==> src/hdl/srsk_pkg.sv <==
// Types and constants shared by the stable record sorter.
`timescale 1ns / 1ps
`default_nettype none
package srsk_pkg;

    localparam int KEY_W = 64;
    localparam int TAG_W = 6;
    localparam int MODE_W = 3;
    localparam int DATE_W = 40;

    localparam logic [MODE_W-1:0] MODE_NONE = 3'd0;
    localparam logic [MODE_W-1:0] MODE_DATE = 3'd1;
    localparam logic [MODE_W-1:0] MODE_CODE = 3'd2;
    localparam logic [MODE_W-1:0] MODE_FROM = 3'd3;
    localparam logic [MODE_W-1:0] MODE_TO = 3'd4;

    typedef struct packed {
        logic             valid;
        logic [KEY_W-1:0] key;
        logic [TAG_W-1:0] tag;
    } srsk_entry_t;

    typedef struct packed {
        logic insert;
        logic drain;
    } srsk_ctrl_t;

    typedef enum logic {
        ST_LOAD,
        ST_EMIT
    } srsk_state_t;

endpackage
`default_nettype wire

==> src/hdl/srsk_cell.sv <==
// One cell of the insertion chain: holds one record and passes it to a neighbour.
`timescale 1ns / 1ps
`default_nettype none
module srsk_cell (
    input  wire logic                           clk,
    input  wire logic                           rst_n,
    input  wire srsk_pkg::srsk_ctrl_t           ctrl,
    input  wire logic [srsk_pkg::KEY_W-1:0]     new_key,
    input  wire logic [srsk_pkg::TAG_W-1:0]     new_tag,
    input  wire srsk_pkg::srsk_entry_t          prev_entry,
    input  wire logic                           prev_gt,
    input  wire srsk_pkg::srsk_entry_t          next_entry,
    output srsk_pkg::srsk_entry_t               entry,
    output logic                                gt
);
    import srsk_pkg::*;

    logic             valid_reg;
    logic             valid_next;
    logic [KEY_W-1:0] key_reg;
    logic [KEY_W-1:0] key_next;
    logic [TAG_W-1:0] tag_reg;
    logic [TAG_W-1:0] tag_next;

    // The new record goes after every stored record with an equal key.
    assign gt = valid_reg && (new_key < key_reg);

    always_comb
    begin
        priority if (ctrl.drain)
        begin
            valid_next = next_entry.valid;
            key_next = next_entry.key;
            tag_next = next_entry.tag;
        end
        else if (ctrl.insert && prev_gt)
        begin
            valid_next = prev_entry.valid;
            key_next = prev_entry.key;
            tag_next = prev_entry.tag;
        end
        else if (ctrl.insert && (gt || (!valid_reg && prev_entry.valid)))
        begin
            valid_next = 1'b1;
            key_next = new_key;
            tag_next = new_tag;
        end
        else
        begin
            valid_next = valid_reg;
            key_next = key_reg;
            tag_next = tag_reg;
        end
    end

    always_ff @(posedge clk or negedge rst_n)
    begin
        if (!rst_n)
        begin
            valid_reg <= 1'b0;
        end
        else
        begin
            valid_reg <= valid_next;
        end
    end

    always_ff @(posedge clk)
    begin
        key_reg <= key_next;
        tag_reg <= tag_next;
    end

    assign entry = '{valid: valid_reg, key: key_reg, tag: tag_reg};

endmodule
`default_nettype wire

==> config.mk <==
export PLATFORM = sky130hd
export DESIGN_NAME = srsk_cell
export DESIGN_NICKNAME = d
export VERILOG_FILES = /design/src/hdl/srsk_pkg.sv /design/src/hdl/srsk_cell.sv
export SDC_FILE = /design/constraint.sdc
export NUM_CORES = 1
export LEC_CHECK = 0
export BUFFER_PORTS_ARGS = -buffer_cell sky130_fd_sc_hd__buf_4
export CAP_MARGIN = 40
export CELL_PAD_IN_SITES_DETAIL_PLACEMENT = 0
export CELL_PAD_IN_SITES_GLOBAL_PLACEMENT = 1
export CORE_MARGIN = 1.5
export CORE_UTILIZATION = 33
export CTS_BUF_LIST = sky130_fd_sc_hd__clkbuf_4 sky130_fd_sc_hd__clkbuf_8
export DETAILED_ROUTE_END_ITERATION = 10
export GPL_TIMING_DRIVEN = 0
export MAX_ROUTING_LAYER = met4
export PLACE_DENSITY = 0.85
export SKIP_CTS_REPAIR_TIMING = 1
export SYNTH_ARGS = -nofsm -noshare
export SYNTH_HDL_FRONTEND = slang
export SYNTH_SLANG_ARGS = --single-unit
export TNS_END_PERCENT = 1
==> constraint.sdc <==
create_clock -name clk -period 5.2 [get_ports clk]
set_input_delay 1.04 -clock clk [delete_from_list [all_inputs] [get_ports clk]]
set_output_delay 1.04 -clock clk [all_outputs]
set_load 0.03 [all_outputs]
==> metrics.md, run 1 <==
| Metric | Value |
|---|---|
| Die area | `16400 um2` |
| Logic pwr share | `36.0%` |
| Clock sinks | `71` |
| Filler Cell Count | `1471` |
| Synth Instances | `539` |
| Footprint of the multi-input gates | `2710 um2` |
| Switching Fraction | `33.5%` |
| Crit-path slowest cell | `a221oi_1` |
| Crit path launch type | `primary input` |
| Drt pass-1 iters | `6` |
| HP Class | `in -> async` |
| Critical-path maximum fanout | `2` |
| Final setup vio count | `0` |
| CP bufs+invs | `3` |
| Worst path cell trace | `buf_4 > ha_1 > a21oi_1 > o21ai_0 > a221oi_1 > o22ai_1 > a2111oi_0 > buf_1 > o31a_2 > buf_4` |
| Root Driver | `clkbuf_8` |
| # rows | `45` |
| Clock Power Share | `24.3%` |
| Peak supply drop | `0.0914 mV` |
| Final hold vios | `0` |
| TNS Setup | `0 ps` |
| Initial DRC count | `210` |
| CP max stage delay | `470 ps` |
| Cell Area, Synth | `5180 um2` |
| Crit share post-route | `83.3%` |
| PwrDens | `239 nW/um2` |
| Setup crit end kind | `output pin` |
| CTS max path bufs | `2` |
| Syn_nets | `819` |
| Non-filler cells in the finished layout | `1055` |
| Sequential area share after synthesis | `41.1%` |
| Layout Nets | `1119` |
| Async set or reset register ratio after synthesis | `1.41%` |
| MaxCap Viol Count | `0` |
| DR vias | `5028` |
| Yosys cell types | `36` |
| Final wirelength | `16800 um` |
| Congestion Overflow GR | `0` |
| F_max | `0.231 GHz` |
| Status | `finished, final reports clean` |
| Core box area | `15300 um2` |
| Largest net degree at the start of global routing | `48` |
| Top FF cell, synth | `edfxtp_1` |
| Wire per inst | `15.9 um` |
| EDFF count, synth | `70` |
| DR DRC count | `0` |
| H-tree levels | `3` |
| Fin. max-slew vios | `0` |
| Vias in the first global route | `4909` |
| Port-buffer cells | `287` |
| Routed vias/inst | `4.77` |
| Initial antenna violation count | `0` |
| Clock slew at reported path FFs | `80 ps` |
| Die Ht | `128 um` |
| # placed instances | `1039` |
| Ports | `289` |
| First-pass GRT wire length | `25600 um` |
| Register area | `2130 um2` |
| Max FFs per register | `64` |
| Final antenna-violating net count | `0` |
| Ant diodes | `0` |
| Most frequent cell after synthesis | `nand2_1` |
| Leak | `4.12 nW` |
| Ys Warns | `0` |
| RSZ-0062 raised after global routing | `false` |
| Commonest cells in the synthesized netlist | `nand2_1 (89), o21ai_0 (79), edfxtp_1 (70), mux2i_1 (70), inv_1 (67)` |
| CP arrival | `3290 ps` |
| Leading area contributor after synthesis | `edfxtp_1` |
| Syn avg cell area | `9.61 um2` |
| Largest delay contributor family on the critical path | `compound AO/OA/AOI/OAI gates` |
| Placed inst area | `7640 um2` |
| Final Core Density | `51.3%` |
| Slew HR | `45.3%` |
| Critical path type | `in -> out` |
| Post-synth top area share | `40.6%` |
| Routability Congestion | `0.801` |
| Share of layout cells above drive strength 1 | `36.5%` |
| Initial Util | `33.9%` |
| Top cells by area, synth | `edfxtp_1 (41%), ha_1 (15%), mux2i_1 (14%)` |
| CTS Buf Count | `9` |
| CP required | `4160 ps` |
| Post-DP HPWL | `13300 um` |
| Int Pwr | `1.24 mW` |
| Total GRT Usage | `21.0%` |
| Final Critical Period | `4330 ps` |
| Sequential Power Share | `39.7%` |
| Design area | `7820 um2` |
| Yosys reg bits | `71` |
| Worst Max-Slew Pin Slew | `821 ps` |
| CP most frequent cell | `buf_4` |
| Sw power | `0.627 mW` |
| Max Clock Skew | `10.3 ps` |
| Later-pin clock latency in the skew report | `360 ps` |
| P&R area growth vs syn | `51.1%` |
| Die width | `128 um` |
| TritonCTS clock tree | `done` |
==> worst paths after layout <==
| kind | from | end | slack (ps) | depth (start not counted) |
|---|---|---|---|---|
| max in group asynchronous | rst_n | valid_reg | 4690 | 1 |
| min in group clk | valid_reg | valid_reg | 660 | 2 |
| hold reg to reg | valid_reg | valid_reg | 660 | 2 |
| setup reg to reg | key_reg[43] | key_reg[16] | 1820 | 10 |
| hold / removal | rst_n | valid_reg | 440 | 1 |
| setup / recovery | new_key[43] | gt | 870 | 10 |
==> worst register-to-register path, stage by stage, from the launching register on <==
cell and delay [ps]:
edfxtp_1 420, inv_1 70, ha_1 230, a21oi_1 150, o21ai_0 120, a221oi_1 470
o22ai_1 120, a2111oi_0 440, buf_1 210, o221a_4 490, buf_16 320
==> power groups by stage <==
| stage | Sequential [mW] | Clock [mW] | Combinational (mW) |
|---|---|---|---|
| floorplan | 0.877 | 0 | 0.238 |
| global placement | 0.757 | 0 | 0.668 |
| detailed placement | 0.754 | 0 | 0.678 |
| CTS | 0.742 | 0.471 | 0.681 |
| global route | 0.750 | 0.493 | 0.739 |
| finish | 0.741 | 0.454 | 0.674 |
==> area by class of cell <==
| type | count | share of cell area, % |
|---|---|---|
| sequential | 71 | 27.2 |
| timing repair buffer | 289 | 27.9 |
| clock inverter | 5 | 0.624 |
| multi-input combinational | 377 | 34.7 |
| inverter | 67 | 3.21 |
| buffer | 24 | 1.20 |
| clock buffer | 11 | 1.78 |
| tap | 211 | 3.37 |
==> cells in the final DEF (no fill, tap or decap), drive strengths merged, types with 2 or more instances in the layout <==
cell / n
nand2b: 2
inv: 67
mux2i: 70
a31oi: 2
a21oi: 22
nor2: 7
o21ai: 79
edfxtp: 70
nand4: 5
clkinv: 4
a221oi: 4
a21o: 4
buf: 297
a2111oi: 2
nand3: 8
or2: 2
clkbuf: 27
ha: 63
nand2: 89
and4: 4
o31a: 2
==> logic make-up after synthesis <==
logic type	synth area share, %
AO/OA/AOI/OAI	13.2
adder cells (fa/ha/maj)	15.2
buffers and inverters	6.67
flip-flops	41.1
multiplexers	13.5
AND/OR/NAND/NOR	10.3
==> per-layer routing <==
metal	routed length, um	track usage [%]
met1	7210	25.1
met2	8140	35.2
met3	1170	4.67
met4	279	6.61
met5	0	-
==> through the flow <==
stage                     hold slack (ps)  setup WS [ps]  power (mW)
after global placement                635          -1210        1.43
after floorplan                       575            547        1.12
final                                 436            870        1.87
after CTS                             413            928        1.89
after detailed placement              651            931        1.43
after global routing                  416            775        1.98
(Power assumes the default switching activity.)
==> inputs of run 2 (changes only) <==
--- a/config.mk
+++ b/config.mk
@@ -5,17 +5,18 @@
 export SDC_FILE = /design/constraint.sdc
 export NUM_CORES = 1
 export LEC_CHECK = 0
+export ABC_AREA = 1
 export BUFFER_PORTS_ARGS = -buffer_cell sky130_fd_sc_hd__buf_4
 export CAP_MARGIN = 40
 export CELL_PAD_IN_SITES_DETAIL_PLACEMENT = 0
 export CELL_PAD_IN_SITES_GLOBAL_PLACEMENT = 1
 export CORE_MARGIN = 1.5
-export CORE_UTILIZATION = 33
+export CORE_UTILIZATION = 32
 export CTS_BUF_LIST = sky130_fd_sc_hd__clkbuf_4 sky130_fd_sc_hd__clkbuf_8
 export DETAILED_ROUTE_END_ITERATION = 10
 export GPL_TIMING_DRIVEN = 0
 export MAX_ROUTING_LAYER = met4
-export PLACE_DENSITY = 0.85
+export PLACE_DENSITY = 0.86
 export SKIP_CTS_REPAIR_TIMING = 1
 export SYNTH_ARGS = -nofsm -noshare
 export SYNTH_HDL_FRONTEND = slang
==> constraint.sdc (replaced) <==
create_clock -name clk -period 4.1 [get_ports clk]
set_input_delay 0.82 -clock clk [delete_from_list [all_inputs] [get_ports clk]]
set_output_delay 0.82 -clock clk [all_outputs]
set_load 0.03 [all_outputs]
==> run 2 against run 1 <==
Net effect:
- worst hold slack got worse by 220 ps
- global-route usage increased by 0.77 points
- register-to-register slack got worse by 470 ps
- cell area unchanged
- power increased by 25%
- count of clock-buffer cells in the layout unchanged
- synthesized cell count increased by 23%
- first-iteration DRC count decreased by 4.3%
- critical path type unchanged
- critical endpoint unchanged
- largest cell class unchanged
- highest routed layer unchanged
==> metrics.md, run 2 <==
| Metric | Value |
|---|---|
| Status | `finished, final reports clean (unchanged)` |
| Routability Congestion | `0.827 (was 0.801)` |
| Crit share post-route | `79.5%` |
| Non-filler cells in the finished layout | `1184 (was 1055)` |
| Largest net degree at the start of global routing | `41 (was 48)` |
| Setup crit end kind | `output pin (unchanged)` |
| Port-buffer cells | `288 (was 287)` |
| Max Clock Skew | `10.4 ps (was 10.3 ps)` |
| Clock sinks | `71 (unchanged)` |
| CP max stage delay | `320 ps (was 470 ps)` |
| Ports | `289 (unchanged)` |
| Vias in the first global route | `5548 (was 4909)` |
| Placed inst area | `7670 um2 (was 7640 um2)` |
| Initial Util | `32.8% (was 33.9%)` |
| Root Driver | `clkbuf_8 (unchanged)` |
| Sequential area share after synthesis | `40.8% (was 41.1%)` |
| CP arrival | `2440 ps (was 3290 ps)` |
| Clock slew at reported path FFs | `70 ps (was 80 ps)` |
| First-pass GRT wire length | `27200 um (was 25600 um)` |
| Footprint of the multi-input gates | `2650 um2 (was 2710 um2)` |
| Critical-path maximum fanout | `3 (was 2)` |
| M3 GR Usage | `5.01% (was 4.67%)` |
| Initial DRC count | `201 (was 210)` |
| MaxCap Viol Count | `0 (unchanged)` |
| Critical path type | `in -> out (unchanged)` |
| Ant diodes | `0 (unchanged)` |
| Drt pass-1 iters | `4 (was 6)` |
| Commonest non-fill, non-tap cells in the layout | `buf_4 (289), nand2_1 (201), inv_1 (81), nor2_1 (81) (was buf_4 (288), nand2_1 (89), o21ai_0 (79), mux2i_1 (70), edfxtp_1 (70))` |
| CTS Buf Count | `9 (unchanged)` |
| Share of layout cells above drive strength 1 | `32.3% (was 36.5%)` |
| Total GRT Usage | `21.7% (was 21.0%)` |
| Congestion Overflow GR | `0 (unchanged)` |
| Async set or reset register ratio after synthesis | `1.41% (unchanged)` |
| Fin. max-slew vios | `0 (unchanged)` |
| F_max | `0.307 GHz` |
| Syn avg cell area | `7.83 um2 (was 9.61 um2)` |
| Final hold vios | `0 (unchanged)` |
| Most common cell after layout, fill and taps aside | `buf_4 (unchanged)` |
| Die Ht | `131 um (was 128 um)` |
| Routed vias/inst | `4.75 (was 4.77)` |
| Synth Instances | `665 (was 539)` |
| Final Critical Period | `3260 ps` |
| Int Pwr | `1.51 mW (was 1.24 mW)` |
| Wire per inst | `15.5 um (was 15.9 um)` |
| Die area | `17000 um2 (was 16400 um2)` |
| Most frequent cell after synthesis | `nand2_1 (unchanged)` |
| Clock Power Share | `21.3% (was 24.3%)` |
| Syn_nets | `945 (was 819)` |
| CP required | `3280 ps (was 4160 ps)` |
| Post-synth top area share | `40.4% (was 40.6%)` |
| Core box area | `15900 um2 (was 15300 um2)` |
| # placed instances | `1170 (was 1039)` |
| Register area | `2130 um2 (unchanged)` |
| Leading area contributor after synthesis | `edfxtp_1 (unchanged)` |
| Yosys reg bits | `71 (unchanged)` |
| DR DRC count | `0 (unchanged)` |
| DR vias | `5624 (was 5028)` |
| Commonest cells in the synthesized netlist | `nand2_1 (201), inv_1 (81), nor2_1 (81), a31oi_1 (70), edfxtp_1 (70) (was nand2_1 (89), o21ai_0 (79), edfxtp_1 (70), mux2i_1 (70), inv_1 (67))` |
| Initial antenna violation count | `0 (unchanged)` |
| Final setup vio count | `0 (unchanged)` |
| Worst Max-Slew Pin Slew | `589 ps (was 821 ps)` |
| Final antenna-violating net count | `0 (unchanged)` |
| P&R area growth vs syn | `50.2% (was 51.1%)` |
| Logic pwr share | `38.2% (was 36.0%)` |
| Layout Nets | `1245 (was 1119)` |
| Met1 Usage GRT | `24.9% (was 25.1%)` |
| Filler Cell Count | `1663 (was 1471)` |
| CTS max path bufs | `2 (unchanged)` |
| Max FFs per register | `64 (unchanged)` |
| Top cells by area, synth | `edfxtp_1 (40%), ha_1 (15%), nand2_1 (14%) (was edfxtp_1 (41%), ha_1 (15%), mux2i_1 (14%))` |
| Final wirelength | `18300 um (was 16800 um)` |
| TritonCTS clock tree | `done (unchanged)` |
| Post-DP HPWL | `14600 um (was 13300 um)` |
| Peak supply drop | `0.118 mV (was 0.0914 mV)` |
| PwrDens | `298 nW/um2 (was 239 nW/um2)` |
| HP Class | `in -> async (unchanged)` |
| Later-pin clock latency in the skew report | `370 ps (was 360 ps)` |
| Sw power | `0.824 mW (was 0.627 mW)` |
| Design area | `7820 um2 (unchanged)` |
| Layer with the highest usage | `met2 (unchanged)` |
| Leak | `4.01 nW (was 4.12 nW)` |
| H-tree levels | `3 (unchanged)` |
| Crit-path slowest cell | `ha_1 (was a221oi_1)` |
| Cell Area, Synth | `5210 um2 (was 5180 um2)` |
| Hold_ws | `220 ps (was 436 ps)` |
| Ys Warns | `0 (unchanged)` |
| EDFF count, synth | `70 (unchanged)` |
| # rows | `46 (was 45)` |
| Switching Fraction | `35.4% (was 33.5%)` |
| Top FF cell, synth | `edfxtp_1 (unchanged)` |
| TNS Setup | `0 ps (unchanged)` |
| GR Util met2 | `37.3% (was 35.2%)` |
| Die width | `131 um (was 128 um)` |
| RSZ-0062 raised after global routing | `false (unchanged)` |
| Worst path cell trace | `buf_4 > ha_1 > nand2_2 > nor2_4 > nand4_2 > nor3b_2 > and3_1 > nand2_1 > nand2_1 > inv_1 > buf_4 (was buf_4 > ha_1 > a21oi_1 > o21ai_0 > a221oi_1 > o22ai_1 > a2111oi_0 > buf_1 > o31a_2 > buf_4)` |
| Sequential Power Share | `40.5% (was 39.7%)` |
| Yosys cell types | `24 (was 36)` |
| Crit path launch type | `primary input (unchanged)` |
| Slew HR | `60.7% (was 45.3%)` |
[run 2: final cells by class]
class | count | share of cell area [%]
multi-input cells | 479 | 33.9
repair buffers | 289 | 28.0
flip-flops and latches | 71 | 27.2
inverters | 85 | 4.08
well taps | 216 | 3.45
clock buffers | 11 | 1.78
plain buffers | 30 | 1.49
clock inverters | 3 | 0.160
[run 2: metal layers]
layer / up-vias / wire [um]
met4: 0 / 342
met1: 2552 / 7470
met2: 220 / 8940
li1: 2829 / -
met3: 23 / 1590
met5: - / 0
[run 2: path summary, 6_finish.rpt]
path | cells past startpoint | startpoint | endpoint | slack (ps)
max in group asynchronous | 1 | rst_n | valid_reg | 3800
min in group clk | 2 | valid_reg | valid_reg | 590
hold reg to reg | 2 | valid_reg | valid_reg | 590
hold / removal | 1 | rst_n | valid_reg | 220
setup / recovery | 11 | new_key[63] | gt | 840
setup reg to reg | 14 | key_reg[37] | key_reg[13] | 1350
[run 2: metrics by stage]
stage                     total power, mW  setup WS (ps)  utilization [%]
final                                2.33            840             49.3
after global routing                 2.48            662             49.3
after CTS                            2.36            738             49.3
after detailed placement             1.86            724             48.3
after global placement               1.85           -117             48.1
after floorplan                      1.44            971                -
[run 2: power groups by stage]
stage	logic (mW)	clock network (mW)	registers, mW
2_1_floorplan	0.325	0	1.12
3_3_place_gp	0.883	0	0.963
3_5_place_dp	0.897	0	0.962
4_1_cts	0.901	0.513	0.946
5_1_grt	0.982	0.546	0.956
6_report	0.890	0.497	0.945
[run 2: kinds of logic (layout without fill, tap and decap cells)]
family	count (synthesis)	in the layout	share of synthesized area, %
AO/OA/AOI/OAI	109	109	12.2
buffers and inverters	115	418	8.36
flip-flops	71	71	40.8
adder cells (fa/ha/maj)	63	63	15.1
AND/OR/NAND/NOR	307	307	23.5
[run 2: worst max-delay path, delay by kind of cell]
| family | cells | cell delay [ps] |
|---|---|---|
| buffers and inverters | 3 | 330 |
| AND/OR/NAND/NOR | 7 | 950 |
| adder cells (fa/ha/maj) | 1 | 320 |
==> inputs of run 3 (changes only) <==
==> constraint.sdc (replaced) <==
create_clock -name clk -period 3.1 [get_ports clk]
set_input_delay 0.62 -clock clk [delete_from_list [all_inputs] [get_ports clk]]
set_output_delay 0.62 -clock clk [all_outputs]
set_load 0.03 [all_outputs]
==> run 3 against run 2 <==
Net effect:
- sequential power is 32% higher
- largest power group unchanged
- die area stayed put
- cell area is 0.21% higher
- power is 32% higher
- global-route usage stayed put
- critical endpoint unchanged
- largest cell class unchanged
==> metrics.md, run 3 (synthesis results as in run 2) <==
| Metric | Value |
|---|---|
| WL met3 | `1550 um (was 1590 um)` |
| HP Class | `in -> reg (was in -> async)` |
| # placed instances | `1170 (unchanged)` |
| Met1 WL | `7570 um (was 7470 um)` |
| DR DRC count | `0 (unchanged)` |
| Layout Nets | `1246 (was 1245)` |
| Critical path type | `reg -> out (was in -> out)` |
| Leak | `4.03 nW (was 4.01 nW)` |
| CTS Buf Count | `9 (unchanged)` |
| Filler Cell Count | `1660 (was 1663)` |
| Port-buffer cells | `288 (unchanged)` |
| Peak supply drop | `0.155 mV (was 0.118 mV)` |
| Post-DP HPWL | `14600 um (unchanged)` |
| Initial antenna violation count | `0 (unchanged)` |
| Ant diodes | `0 (unchanged)` |
| PwrDens | `393 nW/um2 (was 298 nW/um2)` |
| Final Core Density | `49.4% (was 49.3%)` |
| Commonest non-fill, non-tap cells in the layout | `buf_4 (289), nand2_1 (201), inv_1 (81), nor2_1 (81) (unchanged)` |
| CTS max path bufs | `2 (unchanged)` |
| Clock slew at reported path FFs | `70 ps (about the same)` |
| F_max | `0.352 GHz` |
| Die width | `131 um (unchanged)` |
| Max FFs per register | `64 (unchanged)` |
| Core box area | `15900 um2 (unchanged)` |
| Crit share post-route | `91.6%` |
| Initial Util | `32.8% (unchanged)` |
| Final wirelength | `18300 um (unchanged)` |
| Clock sinks | `71 (unchanged)` |
| Share of layout cells above drive strength 1 | `32.3% (about the same)` |
| Max Clock Skew | `9.83 ps (was 10.4 ps)` |
| Routed vias/inst | `4.78 (was 4.75)` |
| Later-pin clock latency in the skew report | `360 ps (was 370 ps)` |
| Die Ht | `131 um (unchanged)` |
| Non-filler cells in the finished layout | `1185 (was 1184)` |
| Largest net degree at the start of global routing | `41 (unchanged)` |
| Final setup vio count | `0 (unchanged)` |
| Initial DRC count | `203 (was 201)` |
| Crit path launch type | `register (was primary input)` |
| Footprint of the multi-input gates | `2660 um2 (was 2650 um2)` |
| Drt pass-1 iters | `4 (unchanged)` |
| Total GRT Usage | `21.7% (unchanged)` |
| Setup crit end kind | `output pin (unchanged)` |
| Critical-path maximum fanout | `3 (unchanged)` |
| Fin. max-slew vios | `0 (unchanged)` |
| Final Critical Period | `2840 ps` |
| Flop-to-flop setup slack | `340 ps (was 1350 ps)` |
| TritonCTS clock tree | `done (unchanged)` |
| Top routing layer used | `met4 (unchanged)` |
| RSZ-0062 raised after global routing | `false (unchanged)` |
| # rows | `46 (unchanged)` |
| P&R area growth vs syn | `50.6% (was 50.2%)` |
| Root Driver | `clkbuf_8 (unchanged)` |
| DR vias | `5668 (was 5624)` |
| DR WL met2 | `8880 um (was 8940 um)` |
| CP arrival | `2220 ps (was 2440 ps)` |
| Wire per inst | `15.5 um (about the same)` |
| Final antenna-violating net count | `0 (unchanged)` |
| Status | `finished, final reports clean (unchanged)` |
| Final hold vios | `0 (unchanged)` |
| H-tree levels | `3 (unchanged)` |
| Routability Congestion | `0.827 (unchanged)` |
| Ports | `289 (unchanged)` |
| First-pass GRT wire length | `27200 um (unchanged)` |
| MaxCap Viol Count | `0 (unchanged)` |
| Most common cell after layout, fill and taps aside | `buf_4 (unchanged)` |
| Die area | `17000 um2 (unchanged)` |
| Worst Max-Slew Pin Slew | `592 ps (was 589 ps)` |
| Slew HR | `60.5% (was 60.7%)` |
| Congestion Overflow GR | `0 (unchanged)` |
| Register area | `2130 um2 (unchanged)` |
| CP required | `2480 ps (was 3280 ps)` |
| TNS Setup | `0 ps (unchanged)` |
| Vias in the first global route | `5548 (unchanged)` |
==> run 3: cell count changes in the layout (fill, tap and decap cells not counted) <==
cell / previous run / this run
nor3b_2: 1 / 0
dlygate4sd3_1: 0 / 1
nor3b_4: 0 / 1
==> run 3: path summary, 6_finish.rpt <==
check	startpoint	end	cells past startpoint
worst min register to register	valid_reg	valid_reg	2
worst max-delay path	key_reg[63]	gt	11
worst max register to register	key_reg[37]	key_reg[14]	14
worst min-delay path	next_entry[70]	valid_reg	5
min in group asynchronous	rst_n	valid_reg	2
max in group asynchronous	rst_n	valid_reg	2
==> run 3: critical path: stages, from the launching register on <==
cell and delay, ps:
edfxtp_1 350, inv_1 40, ha_1 310, nand2_2 90, nor2_4 120, nand4_2 120
nor3b_4 260, and3_1 210, nand2_1 60, nand2_1 70, inv_1 50, buf_4 170
==> run 3: power breakdown <==
| group | internal (mW) | switching [mW] |
|---|---|---|
| clock | 0.293 | 0.362 |
| combinational | 0.508 | 0.672 |
| sequential | 1.19 | 0.0562 |
| total | 1.99 | 1.09 |
==> run 3: per-stage QoR <==
step	total power [mW]	setup slack [ps]	area, um2	hold slack (ps)
CTS	3.12	97.9	7820	-6.28
global placement	2.44	-917	7640	397
detailed placement	2.46	-76.4	7670	400
finish	3.08	262	7840	561
global route	3.29	21.0	7840	579
floorplan	1.91	171	5210	324
==> run 3: layout make-up <==
type / instances / area share (%)
Buffer: 30 / 1.48
Sequential cell: 71 / 27.1
Clock buffer: 11 / 1.77
Tap cell: 216 / 3.45
Timing Repair Buffer: 290 / 28.1
Clock inverter: 3 / 0.160
Multi-Input combinational cell: 479 / 33.9
Inverter: 85 / 4.07
==> run 3: metal layers <==
metal  up-vias  GRT usage, %
met5         -             -
met4         0          7.82
met3        23          5.01
met1      2595          24.9
met2       221          37.3
li1       2829             -
