File: src/hdl/srsk_pkg.sv
// Types and constants shared by the stable record sorter.
`timescale 1ns / 1ps
`default_nettype none
package srsk_pkg;

    localparam int KEY_W = 64;
    localparam int TAG_W = 6;
    localparam int MODE_W = 3;
    localparam int DATE_W = 40;

    localparam logic [MODE_W-1:0] MODE_NONE = 3'd0;
    localparam logic [MODE_W-1:0] MODE_DATE = 3'd1;
    localparam logic [MODE_W-1:0] MODE_CODE = 3'd2;
    localparam logic [MODE_W-1:0] MODE_FROM = 3'd3;
    localparam logic [MODE_W-1:0] MODE_TO = 3'd4;

    typedef struct packed {
        logic             valid;
        logic [KEY_W-1:0] key;
        logic [TAG_W-1:0] tag;
    } srsk_entry_t;

    typedef struct packed {
        logic insert;
        logic drain;
    } srsk_ctrl_t;

    typedef enum logic {
        ST_LOAD,
        ST_EMIT
    } srsk_state_t;

endpackage
`default_nettype wire

File: src/hdl/srsk_keygen.sv
// Builds the sort key of an incoming record from the selected sort mode.
`timescale 1ns / 1ps
`default_nettype none
module srsk_keygen #(
    parameter int KEY_CHARS = 8
) (
    input  wire logic [srsk_pkg::MODE_W-1:0] mode,
    input  wire logic [13:0]                 year,
    input  wire logic [3:0]                  month,
    input  wire logic [4:0]                  day,
    input  wire logic [4:0]                  dep_hour,
    input  wire logic [5:0]                  dep_minute,
    input  wire logic [5:0]                  dep_second,
    input  wire logic [63:0]                 code_text,
    input  wire logic [63:0]                 from_text,
    input  wire logic [63:0]                 to_text,
    output logic      [srsk_pkg::KEY_W-1:0]  key
);
    import srsk_pkg::*;

    logic [63:0] text_sel;
    logic [63:0] text_key;
    logic        alive;

    always_comb
    begin
        unique case (mode)
            MODE_FROM: text_sel = from_text;
            MODE_TO:   text_sel = to_text;
            default:   text_sel = code_text;
        endcase
    end

    // A zero byte ends the text; bytes beyond KEY_CHARS never count.
    always_comb
    begin
        text_key = '0;
        alive = 1'b1;
        for (int i = 0; i < 8; i++)
        begin
            if (text_sel[56 - 8 * i +: 8] == 8'd0 || i >= KEY_CHARS)
            begin
                alive = 1'b0;
            end
            if (alive)
            begin
                text_key[56 - 8 * i +: 8] = text_sel[56 - 8 * i +: 8];
            end
        end
    end

    always_comb
    begin
        unique case (mode)
            MODE_DATE:
                key = {{(KEY_W - DATE_W){1'b0}}, year, month, day,
                       dep_hour, dep_minute, dep_second};
            MODE_CODE, MODE_FROM, MODE_TO:
                key = text_key;
            default:
                key = '0;
        endcase
    end

endmodule
`default_nettype wire

File: config.mk
export PLATFORM = sky130hd
export DESIGN_NAME = srsk_keygen
export DESIGN_NICKNAME = d
export VERILOG_FILES = /design/src/hdl/srsk_pkg.sv /design/src/hdl/srsk_keygen.sv
export SDC_FILE = /design/constraint.sdc
export NUM_CORES = 1
export LEC_CHECK = 0
export BUFFER_PORTS_ARGS = -buffer_cell sky130_fd_sc_hd__buf_2
export CORE_AREA = 2 2 117 119
export DETAILED_ROUTE_END_ITERATION = 10
export DIE_AREA = 0 0 119 121
export PLACE_DENSITY = 0.55
export SYNTH_ARGS = -nofsm -noshare
export SYNTH_HDL_FRONTEND = slang
export SYNTH_SLANG_ARGS = --single-unit
File: constraint.sdc
create_clock -name vclk -period 10.55
set_clock_uncertainty 0.1 [all_clocks]
set_input_delay 3.165 -clock vclk [all_inputs]
set_output_delay 3.165 -clock vclk [all_outputs]
set_load 0.005 [all_outputs]
==> results.rst, run 1 <==
.. list-table::
   :header-rows: 1

   * - Metric
     - Value
   * - Switching Power
     - 102 uW
   * - Vias after detailed routing
     - between 4,000 and 5,000
   * - Peak ir drop on the vdd network
     - 0.0172 mV
   * - DRC viols
     - 0
   * - Fraction of layout cells with a size suffix above 1
     - 47.0%
   * - Main combinational cell family by area after synthesis
     - compound AO/OA/AOI/OAI gates
   * - Area of all sequential standard cells
     - 0 um^2
   * - Shortest clock period the worst path allows after layout
     - 9.36 ns
   * - Ys Warns
     - 0
   * - Cell accounting for the most synthesized area
     - sky130_fd_sc_hd__nor3b_1
   * - Number of sequential cells in the layout
     - 0
   * - Initial standard-cell utilization of the core
     - 22.5%
   * - Internal portion of total power
     - between 90 and 100 uW
   * - Placement Setup Slack
     - roughly 1.2 ns
   * - Outcome
     - finished, final reports clean
   * - Number of endpoints failing setup at the final stage
     - 0
   * - Overall routing resource usage
     - 20.2%
   * - Fraction of the yosys area taken by sequential cells
     - 0%
   * - Complex-gate fraction of the synthesized area
     - 48.1%
   * - Chain of cells forming the critical path
     - buf_4 > buf_4 > nor3b_1 > o21ai_1 > a22oi_1 > nand4_1 > nand3_2 > or2_1 > o21ai_1 > buf_2
   * - Most common cell in the netlist
     - sky130_fd_sc_hd__nor2_1
   * - Overflow left after global routing
     - 0
   * - Worst Path Class, Setup
     - in -> out
   * - Worst-margin pin slew
     - between 0.7 and 0.8 ns
   * - Vertical die dimension
     - between 100 and 150 um
   * - Dpl hpwl
     - 12,600 um
   * - IO Count
     - 299
   * - Worst setup path startpoint
     - mode[0]
   * - Die span in x
     - 119 um
   * - Lkg Pwr
     - ~2.1 nW
   * - Vias in the first global route
     - roughly 4,500
   * - Global-route wire length before repair
     - roughly 24,000 um
   * - Share of synthesized area spent on multiplexers
     - 0%
   * - Kind of start point of the critical path
     - input pin
   * - Resized cells post-CTS
     - 0
   * - Post-synthesis share of cell area spent on full adders, half adders and majority gates
     - 0%
   * - Slack of the critical path
     - 1.19 ns
   * - Final routed wire length divided by cell count
     - 17.6 um
   * - Total of hold buffers inserted after clock tree synthesis
     - 0
   * - IO Port Bufs
     - 299
   * - Nature of the critical path endpoint
     - output pin
   * - Setup repair after global routing missed its margin
     - no
   * - Hold depth
     - 4
   * - Net count after synthesis
     - roughly 700
   * - Post-Synth Simple-Gate Area
     - roughly two fifths
   * - Mapped Cells
     - roughly 470
   * - Area overhead of the layout relative to synthesis
     - 51.0%
   * - Post-route clock period utilization
     - 88.7%
   * - Combinational fraction of design power
     - 100.0%
   * - Max-slew headroom at the worst pin
     - 51.9%
   * - Weighted congestion reported at the end of routability-driven placement
     - 0.832
   * - Max-cap violation count
     - 0
   * - Floorplan Core Area
     - 0.0131 mm^2
   * - Total count of hold-check failures in the final report
     - 0
   * - Critical path's slowest cell
     - sky130_fd_sc_hd__buf_4
   * - Total Neg Setup Slack
     - 0 ns
   * - Final #Nets
     - 964
   * - Post-synthesis instance area
     - 0.00295 mm^2
   * - Data arrival time of the worst path
     - 6.10 ns
   * - Tightest Hold Check Type
     - in -> out
   * - Average vias per placed instance
     - 5.36
   * - Final number of max-transition violations
     - 0
   * - Final worst hold slack
     - 6.50 ns
   * - Number of buffer and inverter instances along the worst setup path
     - 3
   * - # clk buffers
     - 0
   * - Sum of routed wire length over all layers
     - 15,900 um
   * - PwrDens
     - 44.2 mW/mm^2
   * - Netlist cell types
     - 42
   * - Crit path largest cell delay
     - 0.57 ns
   * - Number of cells on the critical path
     - 10
   * - Clock network power share
     - 0%
   * - First drt pass iteration count
     - 5
   * - Category of cells accounting for the largest share of critical-path delay
     - buffers and inverters
   * - Switching portion of total power
     - 51.9%
   * - Ranking of synthesized cells by instance count
     - sky130_fd_sc_hd__nor2_1, sky130_fd_sc_hd__o21ai_0, sky130_fd_sc_hd__nand2_1
   * - Relative contribution of sequential cells to total power
     - 0%
   * - Largest net degree at the start of global routing
     - 72
   * - Hold path start
     - year[9]
   * - Die ar.
     - 0.0144 mm^2
   * - Capture point of the worst path
     - key[21]
   * - # rows
     - 42
   * - N_diodes
     - 0
   * - Required time worst endpoint
     - 7.29 ns
   * - Number of antenna violations at the first check in global routing
     - 0
   * - Maximum clock rate
     - 107 MHz
   * - CP max FO
     - 71
   * - Number of buffers added for setup after CTS
     - 0
   * - Area share of the leading cell type in the synthesized netlist
     - 13.8%
   * - XOR/XNOR share of the synthesized area
     - 0%
   * - Largest cells by area after synthesis
     - sky130_fd_sc_hd__nor3b_1, sky130_fd_sc_hd__o32a_1, sky130_fd_sc_hd__o21ai_0, sky130_fd_sc_hd__nor2_1, sky130_fd_sc_hd__nand2_1
   * - Remaining antenna violation count after routing
     - 0
   * - Synthesized area per cell
     - 6.28 um^2
   * - Number of DRC markers after the initial detailed-route iteration
     - around 360
[worst min-delay path by stage]
| stage | endpoint | slack, ns |
|---|---|---|
| 4_1_cts | key[39] | 6.50 |
| 3_5_place_dp | key[26] | 6.50 |
| 6_report | key[35] | 6.50 |
| 3_3_place_gp | key[34] | 6.50 |
| 5_1_grt | key[36] | 6.52 |
| 2_1_floorplan | key[15] | 6.32 |
[cell type report]
type | count | area [um^2]
multi-input cells | 415 | 2630
repair buffers | 310 | 1590
well taps | 176 | 220
fillers | 1470 | 8640
inverters | 2 | 7.51
[kinds of logic (layout without fill, tap and decap cells)]
group                  Yosys count  in the layout
AOI/OAI and AO/OA              189            189
buffers and inverters           54            312
and+or+nand+nor                226            226
[per-layer routing]
| metal | track usage, % | wire, um | vias up |
|---|---|---|---|
| met2 | 34.8 | 7510 | 298 |
| met5 | 0 | 0 | - |
| li1 | - | - | 2329 |
| met3 | 3.29 | 1450 | 18 |
| met4 | 2.90 | 225 | 0 |
| met1 | 27.0 | 6750 | 2195 |
[power by group through the flow]
stage          Sequential, mW  Clock [mW]  Combinational (mW)
6_report                    0           0               0.197
5_1_grt                     0           0               0.216
4_1_cts                     0           0               0.197
3_5_place_dp                0           0               0.196
3_3_place_gp                0           0               0.197
2_1_floorplan               0           0               0.107
[cells in the final DEF, fill, tap and decap left out, drive strengths merged, types with 2 or more instances in the layout]
| cell type | count |
|---|---|
| o21ai | 91 |
| o221a | 11 |
| nor2 | 72 |
| and3 | 16 |
| nand3 | 3 |
| a21oi | 2 |
| a22o | 8 |
| nor3b | 54 |
| o32a | 32 |
| a22oi | 18 |
| nand2 | 62 |
| o221ai | 18 |
| inv | 2 |
| buf | 310 |
| nand4 | 9 |
| a32o | 6 |
[per-stage QoR]
stage                     cell area, um^2  util [%]  instances  power (mW)
after global routing                 4450      34.0        903       0.216
final                                4450      34.0        903       0.197
after global placement               4450      34.0        903       0.197
after floorplan                      2950         -        469       0.107
after CTS                            4450      34.0        903       0.197
after detailed placement             4450      34.0        903       0.196
Power figures use the tool's default switching activity.
==> inputs of run 2 (changes only) <==
--- a/config.mk
+++ b/config.mk
@@ -10,6 +10,7 @@
 export DETAILED_ROUTE_END_ITERATION = 10
 export DIE_AREA = 0 0 119 121
 export PLACE_DENSITY = 0.55
+export REMOVE_ABC_BUFFERS = 1
 export SYNTH_ARGS = -nofsm -noshare
 export SYNTH_HDL_FRONTEND = slang
 export SYNTH_SLANG_ARGS = --single-unit
==> run 2 against run 1 <==
  * First-iteration DRC count is 1.9% higher
  * Power is 2.2% lower
  * Utilization is the same
  * Die area unchanged
==> results.rst, run 2 (same netlist as run 1, synthesis figures left out) <==
.. list-table::
   :header-rows: 1

   * - Metric
     - Value
   * - Combinational fraction of design power
     - 100.0% (about the same)
   * - Relative contribution of sequential cells to total power
     - 0% (unchanged)
   * - Switching portion of total power
     - 51.0% (-0.86 points)
   * - Tightest Hold Check Type
     - in -> out
   * - Largest net degree at the start of global routing
     - 63 (-13%)
   * - Internal portion of total power
     - 94.2 uW (-0.44%)
   * - Global-route wire length before repair
     - 23,900 um (about the same)
   * - Final routed wire length divided by cell count
     - 17.2 um (-2.8%)
   * - Final #Nets
     - 965 (+0.10%)
   * - Most common cell after layout, fill and taps aside
     - sky130_fd_sc_hd__buf_2
   * - Lkg Pwr
     - 2.13 nW (about the same)
   * - Final number of max-transition violations
     - 0 (unchanged)
   * - Category of cells accounting for the largest share of critical-path delay
     - simple AND/OR/NAND/NOR gates
   * - # rows
     - 42 (unchanged)
   * - Max-cap violation count
     - 0 (unchanged)
   * - Overflow left after global routing
     - 0 (unchanged)
   * - Remaining antenna violation count after routing
     - 0 (unchanged)
   * - Die ar.
     - 0.0144 mm^2 (unchanged)
   * - DRC viols
     - 0 (unchanged)
   * - Cell Count Post-Placement
     - 904 (+0.11%)
   * - Wl on met1
     - 6500 um (-3.7%)
   * - Total count of hold-check failures in the final report
     - 0 (unchanged)
   * - Resized cells post-CTS
     - 0 (unchanged)
   * - CP max FO
     - 36 (-49%)
   * - IO Count
     - 299 (unchanged)
   * - Vertical die dimension
     - 121 um (unchanged)
   * - First drt pass iteration count
     - 5 (unchanged)
   * - Post-route clock period utilization
     - 89.4% (+0.71 points)
   * - Outcome
     - finished, final reports clean
   * - Dpl hpwl
     - 12,500 um (-0.66%)
   * - Area overhead of the layout relative to synthesis
     - 51.0% (unchanged)
   * - # clk buffers
     - 0 (unchanged)
   * - IO Port Bufs
     - 299 (unchanged)
   * - Number of DRC markers after the initial detailed-route iteration
     - 368 (+1.9%)
   * - Filler cell count
     - 1,500 (+2.0%)
   * - Peak ir drop on the vdd network
     - 0.0119 mV (-31%)
   * - Number of non-filler instances in the completed layout
     - 906 (+0.33%)
   * - Kind of start point of the critical path
     - input pin
   * - Switching Power
     - 98.2 uW (-3.8%)
   * - Number of buffer and inverter instances along the worst setup path
     - 3 (unchanged)
   * - Overall routing resource usage
     - 20.0% (-0.24 points)
   * - Setup repair after global routing missed its margin
     - no
   * - Required time worst endpoint
     - 7.29 ns (about the same)
   * - Sum of routed wire length over all layers
     - 15,500 um (-2.5%)
   * - Area of all sequential standard cells
     - 0 um^2 (unchanged)
   * - Die span in x
     - 119 um (unchanged)
   * - Data arrival time of the worst path
     - 6.17 ns (+0.07 ns)
   * - Final worst hold slack
     - 6.50 ns (+0.00297 ns)
   * - Number of antenna violations at the first check in global routing
     - 3 (+3)
   * - Clock network power share
     - 0% (unchanged)
   * - Floorplan Core Area
     - 0.0131 mm^2 (unchanged)
   * - Worst Path Class, Setup
     - in -> out
   * - Fraction of layout cells with a size suffix above 1
     - 47.1% (+0.073 points)
   * - Final standard cell area without fillers
     - 0.00445 mm^2 (unchanged)
   * - Shortest clock period the worst path allows after layout
     - 9.44 ns (+0.0752 ns)
   * - Max-slew headroom at the worst pin
     - 33.2% (-19 points)
   * - Number of endpoints failing setup at the final stage
     - 0 (unchanged)
   * - Weighted congestion reported at the end of routability-driven placement
     - 0.843 (+1.4%)
   * - Chain of cells forming the critical path
     - buf_2 > nand3b_1 > o21ai_2 > buf_4 > o221ai_1 > nand4_1 > o21ai_2 > nor4_4 > a22o_1 > buf_2
   * - Total of hold buffers inserted after clock tree synthesis
     - 0 (unchanged)
   * - Routed wl met3
     - 1100 um (-24%)
   * - Maximum clock rate
     - 106 MHz (-0.80%)
   * - Average vias per placed instance
     - 5.22 (-2.6%)
   * - Initial standard-cell utilization of the core
     - 22.5% (unchanged)
   * - Nature of the critical path endpoint
     - output pin
   * - Critical path's slowest cell
     - sky130_fd_sc_hd__nor4_4
   * - Met2 wire len
     - 7780 um (+3.6%)
   * - Vias in the first global route
     - 4,495 (+0.74%)
   * - Commonest cells after routing, fill and taps aside
     - sky130_fd_sc_hd__buf_2, sky130_fd_sc_hd__nor2_1, sky130_fd_sc_hd__o21ai_0
   * - Total Neg Setup Slack
     - 0 ns (unchanged)
   * - Worst-margin pin slew
     - 1.00 ns (+0.280 ns)
   * - Number of buffers added for setup after CTS
     - 0 (unchanged)
   * - Highest routed layer
     - met5
   * - PwrDens
     - 43.3 mW/mm^2 (-2.2%)
   * - Number of sequential cells in the layout
     - 0 (unchanged)
   * - Sum of internal, switching and leakage power
     - 192 uW (-2.2%)
   * - Instance area at placement
     - 0.00444 mm^2 (-0.11%)
   * - Vias after detailed routing
     - 4,729 (-2.3%)
   * - Crit path largest cell delay
     - 0.52 ns (-0.05 ns)
==> run 2: cell types whose count changed in the layout (fill, tap and decap cells not counted), sizes merged <==
cell	previous run	this run
diode	0	2
buf	310	311
==> run 2: power groups by stage <==
stage	combinational, mW	sequential (mW)	clock [mW]
after global routing	0.213	0	0.0000000127
after floorplan	0.0888	0	0
final	0.192	0	0.0000000254
after detailed placement	0.193	0	0
after CTS	0.193	0	0
after global placement	0.193	0	0
==> run 2: stage by stage <==
stage / worst slack (ns) / util, %
after global routing: 0.771 / 34.0
final: 1.11 / 34.0
after floorplan: 1.54 / -
after detailed placement: 1.07 / 33.9
after global placement: 1.02 / 33.9
after CTS: 1.05 / 33.9
==> run 2: final timing paths <==
kind / slack (ns) / end / depth (start not counted) / from
worst max-delay path: 1.11 / key[7] / 10 / mode[1]
worst min-delay path: 6.50 / key[29] / 4 / year[3]
==> run 2: final cells by class <==
type / instances / area [um^2] / area share, %
inverter: 2 / 7.51 / 0.169
timing repair buffer: 311 / 1590 / 35.7
antenna: 2 / 5.00 / 0.113
multi-input combinational: 415 / 2630 / 59.0
tap: 176 / 220 / 4.95
==> run 2: per-layer routing <==
layer	vias up	GRT usage [%]
li1	2336	-
met1	2159	25.2
met2	220	36.9
met3	12	2.82
met4	2	2.38
met5	-	0
==> inputs of run 3 (changes only) <==
--- a/config.mk
+++ b/config.mk
@@ -5,11 +5,12 @@
 export SDC_FILE = /design/constraint.sdc
 export NUM_CORES = 1
 export LEC_CHECK = 0
+export ABC_AREA = 1
 export BUFFER_PORTS_ARGS = -buffer_cell sky130_fd_sc_hd__buf_2
-export CORE_AREA = 2 2 117 119
+export CORE_AREA = 2 2 115 117
 export DETAILED_ROUTE_END_ITERATION = 10
-export DIE_AREA = 0 0 119 121
-export PLACE_DENSITY = 0.55
+export DIE_AREA = 0 0 117 119
+export PLACE_DENSITY = 0.54
 export REMOVE_ABC_BUFFERS = 1
 export SYNTH_ARGS = -nofsm -noshare
 export SYNTH_HDL_FRONTEND = slang
==> run 3 against run 2 <==
  * Final area decreased by 4.6%
  * Via count decreased by 2.5%
  * Die area decreased by 3.3%
  * Power decreased by 10%
  * Routed wire length decreased by 5.6%
  * Highest routed layer is now met4
  * Setup slack got worse by 0.18 ns
  * Synthesized cell count increased by 26%
  * Critical path depth increased by 5
  * Fmax decreased by 1.9%
  * Global-route usage decreased by 0.44 points
  * Synthesized area decreased by 9.6%
==> results.rst, run 3 <==
.. list-table::
   :header-rows: 1

   * - Metric
     - Value
   * - Filler cell count
     - 1,583 (+5.5%)
   * - Average vias per placed instance
     - 4.43 (-15%)
   * - Ranking of synthesized cells by instance count
     - sky130_fd_sc_hd__nand2_1, sky130_fd_sc_hd__nor2_1, sky130_fd_sc_hd__inv_1
   * - IO Port Bufs
     - 299 (unchanged)
   * - Weighted congestion reported at the end of routability-driven placement
     - 0.881 (+4.5%)
   * - Total Neg Setup Slack
     - 0 ns (unchanged)
   * - Overall routing resource usage
     - 19.5% (-0.44 points)
   * - Hold depth
     - 4 (unchanged)
   * - Lkg Pwr
     - 2.77 nW (+30%)
   * - CP max FO
     - 38 (+5.6%)
   * - Vias in the first global route
     - 4,332 (-3.6%)
   * - Cell accounting for the most synthesized area
     - sky130_fd_sc_hd__nand2_1
   * - Largest cells by area after synthesis
     - sky130_fd_sc_hd__nand2_1, sky130_fd_sc_hd__nand3_1, sky130_fd_sc_hd__nor2_1, sky130_fd_sc_hd__inv_1, sky130_fd_sc_hd__nand4_1
   * - Max-slew headroom at the worst pin
     - 67.4% (+34 points)
   * - Resized cells post-CTS
     - 0 (unchanged)
   * - Commonest cells after routing, fill and taps aside
     - sky130_fd_sc_hd__buf_2, sky130_fd_sc_hd__nand2_1, sky130_fd_sc_hd__nor2_1
   * - Hold path endpoint
     - key[23]
   * - PwrDens
     - 40.7 mW/mm^2 (-6.0%)
   * - Final #Nets
     - 1,101 (+14%)
   * - Fraction of the yosys area taken by sequential cells
     - 0% (unchanged)
   * - Die ar.
     - 0.0139 mm^2 (-3.3%)
   * - Initial standard-cell utilization of the core
     - 20.7% (-1.8 points)
   * - Total of hold buffers inserted after clock tree synthesis
     - 0 (unchanged)
   * - Maximum clock rate
     - 104 MHz (-1.9%)
   * - Vertical die dimension
     - 119 um (-1.7%)
   * - Ys Warns
     - 0 (unchanged)
   * - Dpl hpwl
     - 11,800 um (-5.6%)
   * - Remaining antenna violation count after routing
     - 0 (unchanged)
   * - Number of buffers added for setup after CTS
     - 0 (unchanged)
   * - Total count of hold-check failures in the final report
     - 0 (unchanged)
   * - Sum of routed wire length over all layers
     - 14,700 um (-5.6%)
   * - Number of sequential cells in the layout
     - 0 (unchanged)
   * - Overflow left after global routing
     - 0 (unchanged)
   * - Shortest clock period the worst path allows after layout
     - 9.62 ns (+0.184 ns)
   * - # rows
     - 42 (unchanged)
   * - Area overhead of the layout relative to synthesis
     - 59.3%
   * - Max-cap violation count
     - 0 (unchanged)
   * - Required time worst endpoint
     - 7.29 ns (about the same)
   * - Worst-margin pin slew
     - 0.489 ns (-0.512 ns)
   * - Synthesized area per cell
     - 4.49 um^2 (-29%)
   * - Nature of the critical path endpoint
     - output pin
   * - # clk buffers
     - 0 (unchanged)
   * - Tightest Hold Check Type
     - in -> out
   * - Number of antenna violations at the first check in global routing
     - 0 (-3)
   * - Number of endpoints failing setup at the final stage
     - 0 (unchanged)
   * - Vias after detailed routing
     - 4,609 (-2.5%)
   * - Fraction of layout cells with a size suffix above 1
     - 39.6% (-7.5 points)
   * - Largest net degree at the start of global routing
     - 39 (-38%)
   * - DRC viols
     - 0 (unchanged)
   * - IO Count
     - 299 (unchanged)
   * - Hold path start
     - month[1]
   * - N_diodes
     - 0 (-2)
   * - Setup repair after global routing missed its margin
     - no
   * - Area of all sequential standard cells
     - 0 um^2 (unchanged)
   * - Post-synthesis instance area
     - 0.00266 mm^2 (-9.6%)
   * - Die span in x
     - 117 um (-1.7%)
   * - Most common cell in the netlist
     - sky130_fd_sc_hd__nand2_1
   * - Kind of start point of the critical path
     - input pin
   * - Area share of the leading cell type in the synthesized netlist
     - 29.5% (+16 points)
   * - Worst Path Class, Setup
     - in -> out
   * - First drt pass iteration count
     - 4 (-1)
   * - Netlist cell types
     - 28 (-33%)
   * - Final routed wire length divided by cell count
     - 14.1 um (-18%)
   * - Sum of internal, switching and leakage power
     - 173 uW (-10%)
   * - Outcome
     - finished, final reports clean
   * - Global-route wire length before repair
     - 21,800 um (-8.6%)
   * - Peak ir drop on the vdd network
     - 0.0115 mV (-3.4%)
   * - Most common cell after layout, fill and taps aside
     - sky130_fd_sc_hd__buf_2
   * - Mapped Cells
     - 593 (+26%)
   * - Floorplan Core Area
     - 0.0129 mm^2 (-1.6%)
   * - Number of DRC markers after the initial detailed-route iteration
     - 226 (-39%)
   * - Data arrival time of the worst path
     - 6.36 ns (+0.19 ns)
   * - Post-route clock period utilization
     - 91.2% (+1.7 points)
   * - Final number of max-transition violations
     - 0 (unchanged)
## run 3: cell count changes after synthesis, moves of 11 or more
cell	previous run	this run
sky130_fd_sc_hd__nand3_1	2	69
sky130_fd_sc_hd__o221a_2	11	0
sky130_fd_sc_hd__and3_1	16	0
sky130_fd_sc_hd__nand4_1	8	23
sky130_fd_sc_hd__nor3b_1	54	0
sky130_fd_sc_hd__o221ai_1	17	0
sky130_fd_sc_hd__inv_1	1	74
sky130_fd_sc_hd__nand2_1	61	209
sky130_fd_sc_hd__a22oi_1	12	0
sky130_fd_sc_hd__o32a_1	32	0
sky130_fd_sc_hd__o21ai_0	63	27
sky130_fd_sc_hd__nor2_1	71	91
sky130_fd_sc_hd__or2_2	0	11
## run 3: worst max-delay path by stage
stage            start      end
2_1_floorplan  mode[0]   key[0]
3_3_place_gp   mode[2]  key[34]
3_5_place_dp   mode[2]  key[34]
4_1_cts        mode[2]  key[34]
5_1_grt        mode[2]  key[34]
6_report       mode[2]  key[34]
## run 3: logic make-up (layout without fill, tap and decap cells)
family | after synthesis | count (layout) | synth area share, %
AO/OA/AOI/OAI | 65 | 65 | 13.9
buffers and inverters | 114 | 385 | 18.7
AND/OR/NAND/NOR | 414 | 414 | 67.5
## run 3: report_power, final
group | internal (mW) | switching, mW
clock network | 0 | 0
registers | 0 | 0
logic | 0.0766 | 0.0959
## run 3: layout make-up
type,count,area [um^2],area share (%)
Inverter,78,293,6.90
Multi-Input combinational cell,479,2170,51.2
Tap cell,176,220,5.19
Timing Repair Buffer,307,1560,36.7
## run 3: through the flow
stage               hold WS (ns)  setup slack, ns  area, um^2  std cells  util, %
floorplan                   6.33             1.64        2460        557        -
detailed placement          6.50            0.874        4240       1040     32.9
finish                      6.50            0.929        4240       1040     32.9
global route                6.51            0.557        4240       1040     32.9
global placement            6.50            0.908        4240       1040     32.9
CTS                         6.50            0.865        4240       1040     32.9
## run 3: worst max-delay path, stage by stage
cell                      delay (ns)
sky130_fd_sc_hd__buf_2          0.11
sky130_fd_sc_hd__inv_2          0.30
sky130_fd_sc_hd__nand3_4        0.44
sky130_fd_sc_hd__nand2_4        0.52
sky130_fd_sc_hd__inv_2          0.31
sky130_fd_sc_hd__nand2_1        0.13
sky130_fd_sc_hd__nand2_1        0.08
sky130_fd_sc_hd__nand2_1        0.07
sky130_fd_sc_hd__nor2_1         0.04
sky130_fd_sc_hd__nand2_1        0.06
sky130_fd_sc_hd__nand2_1        0.13
sky130_fd_sc_hd__inv_1          0.12
sky130_fd_sc_hd__nand4_1        0.27
sky130_fd_sc_hd__o21ai_0        0.41
sky130_fd_sc_hd__buf_2          0.18
## run 3: layer usage
layer  up-vias  part of all wire (%)  routed length, um  track usage [%]
met1      1988                    42               6100             24.9
li1       2413                     -                  -                -
met3         6                   7.8               1150             2.34
met4         0                  0.50                 73             1.18
met5         -                     0                  0                0
met2       202                    50               7350             36.3
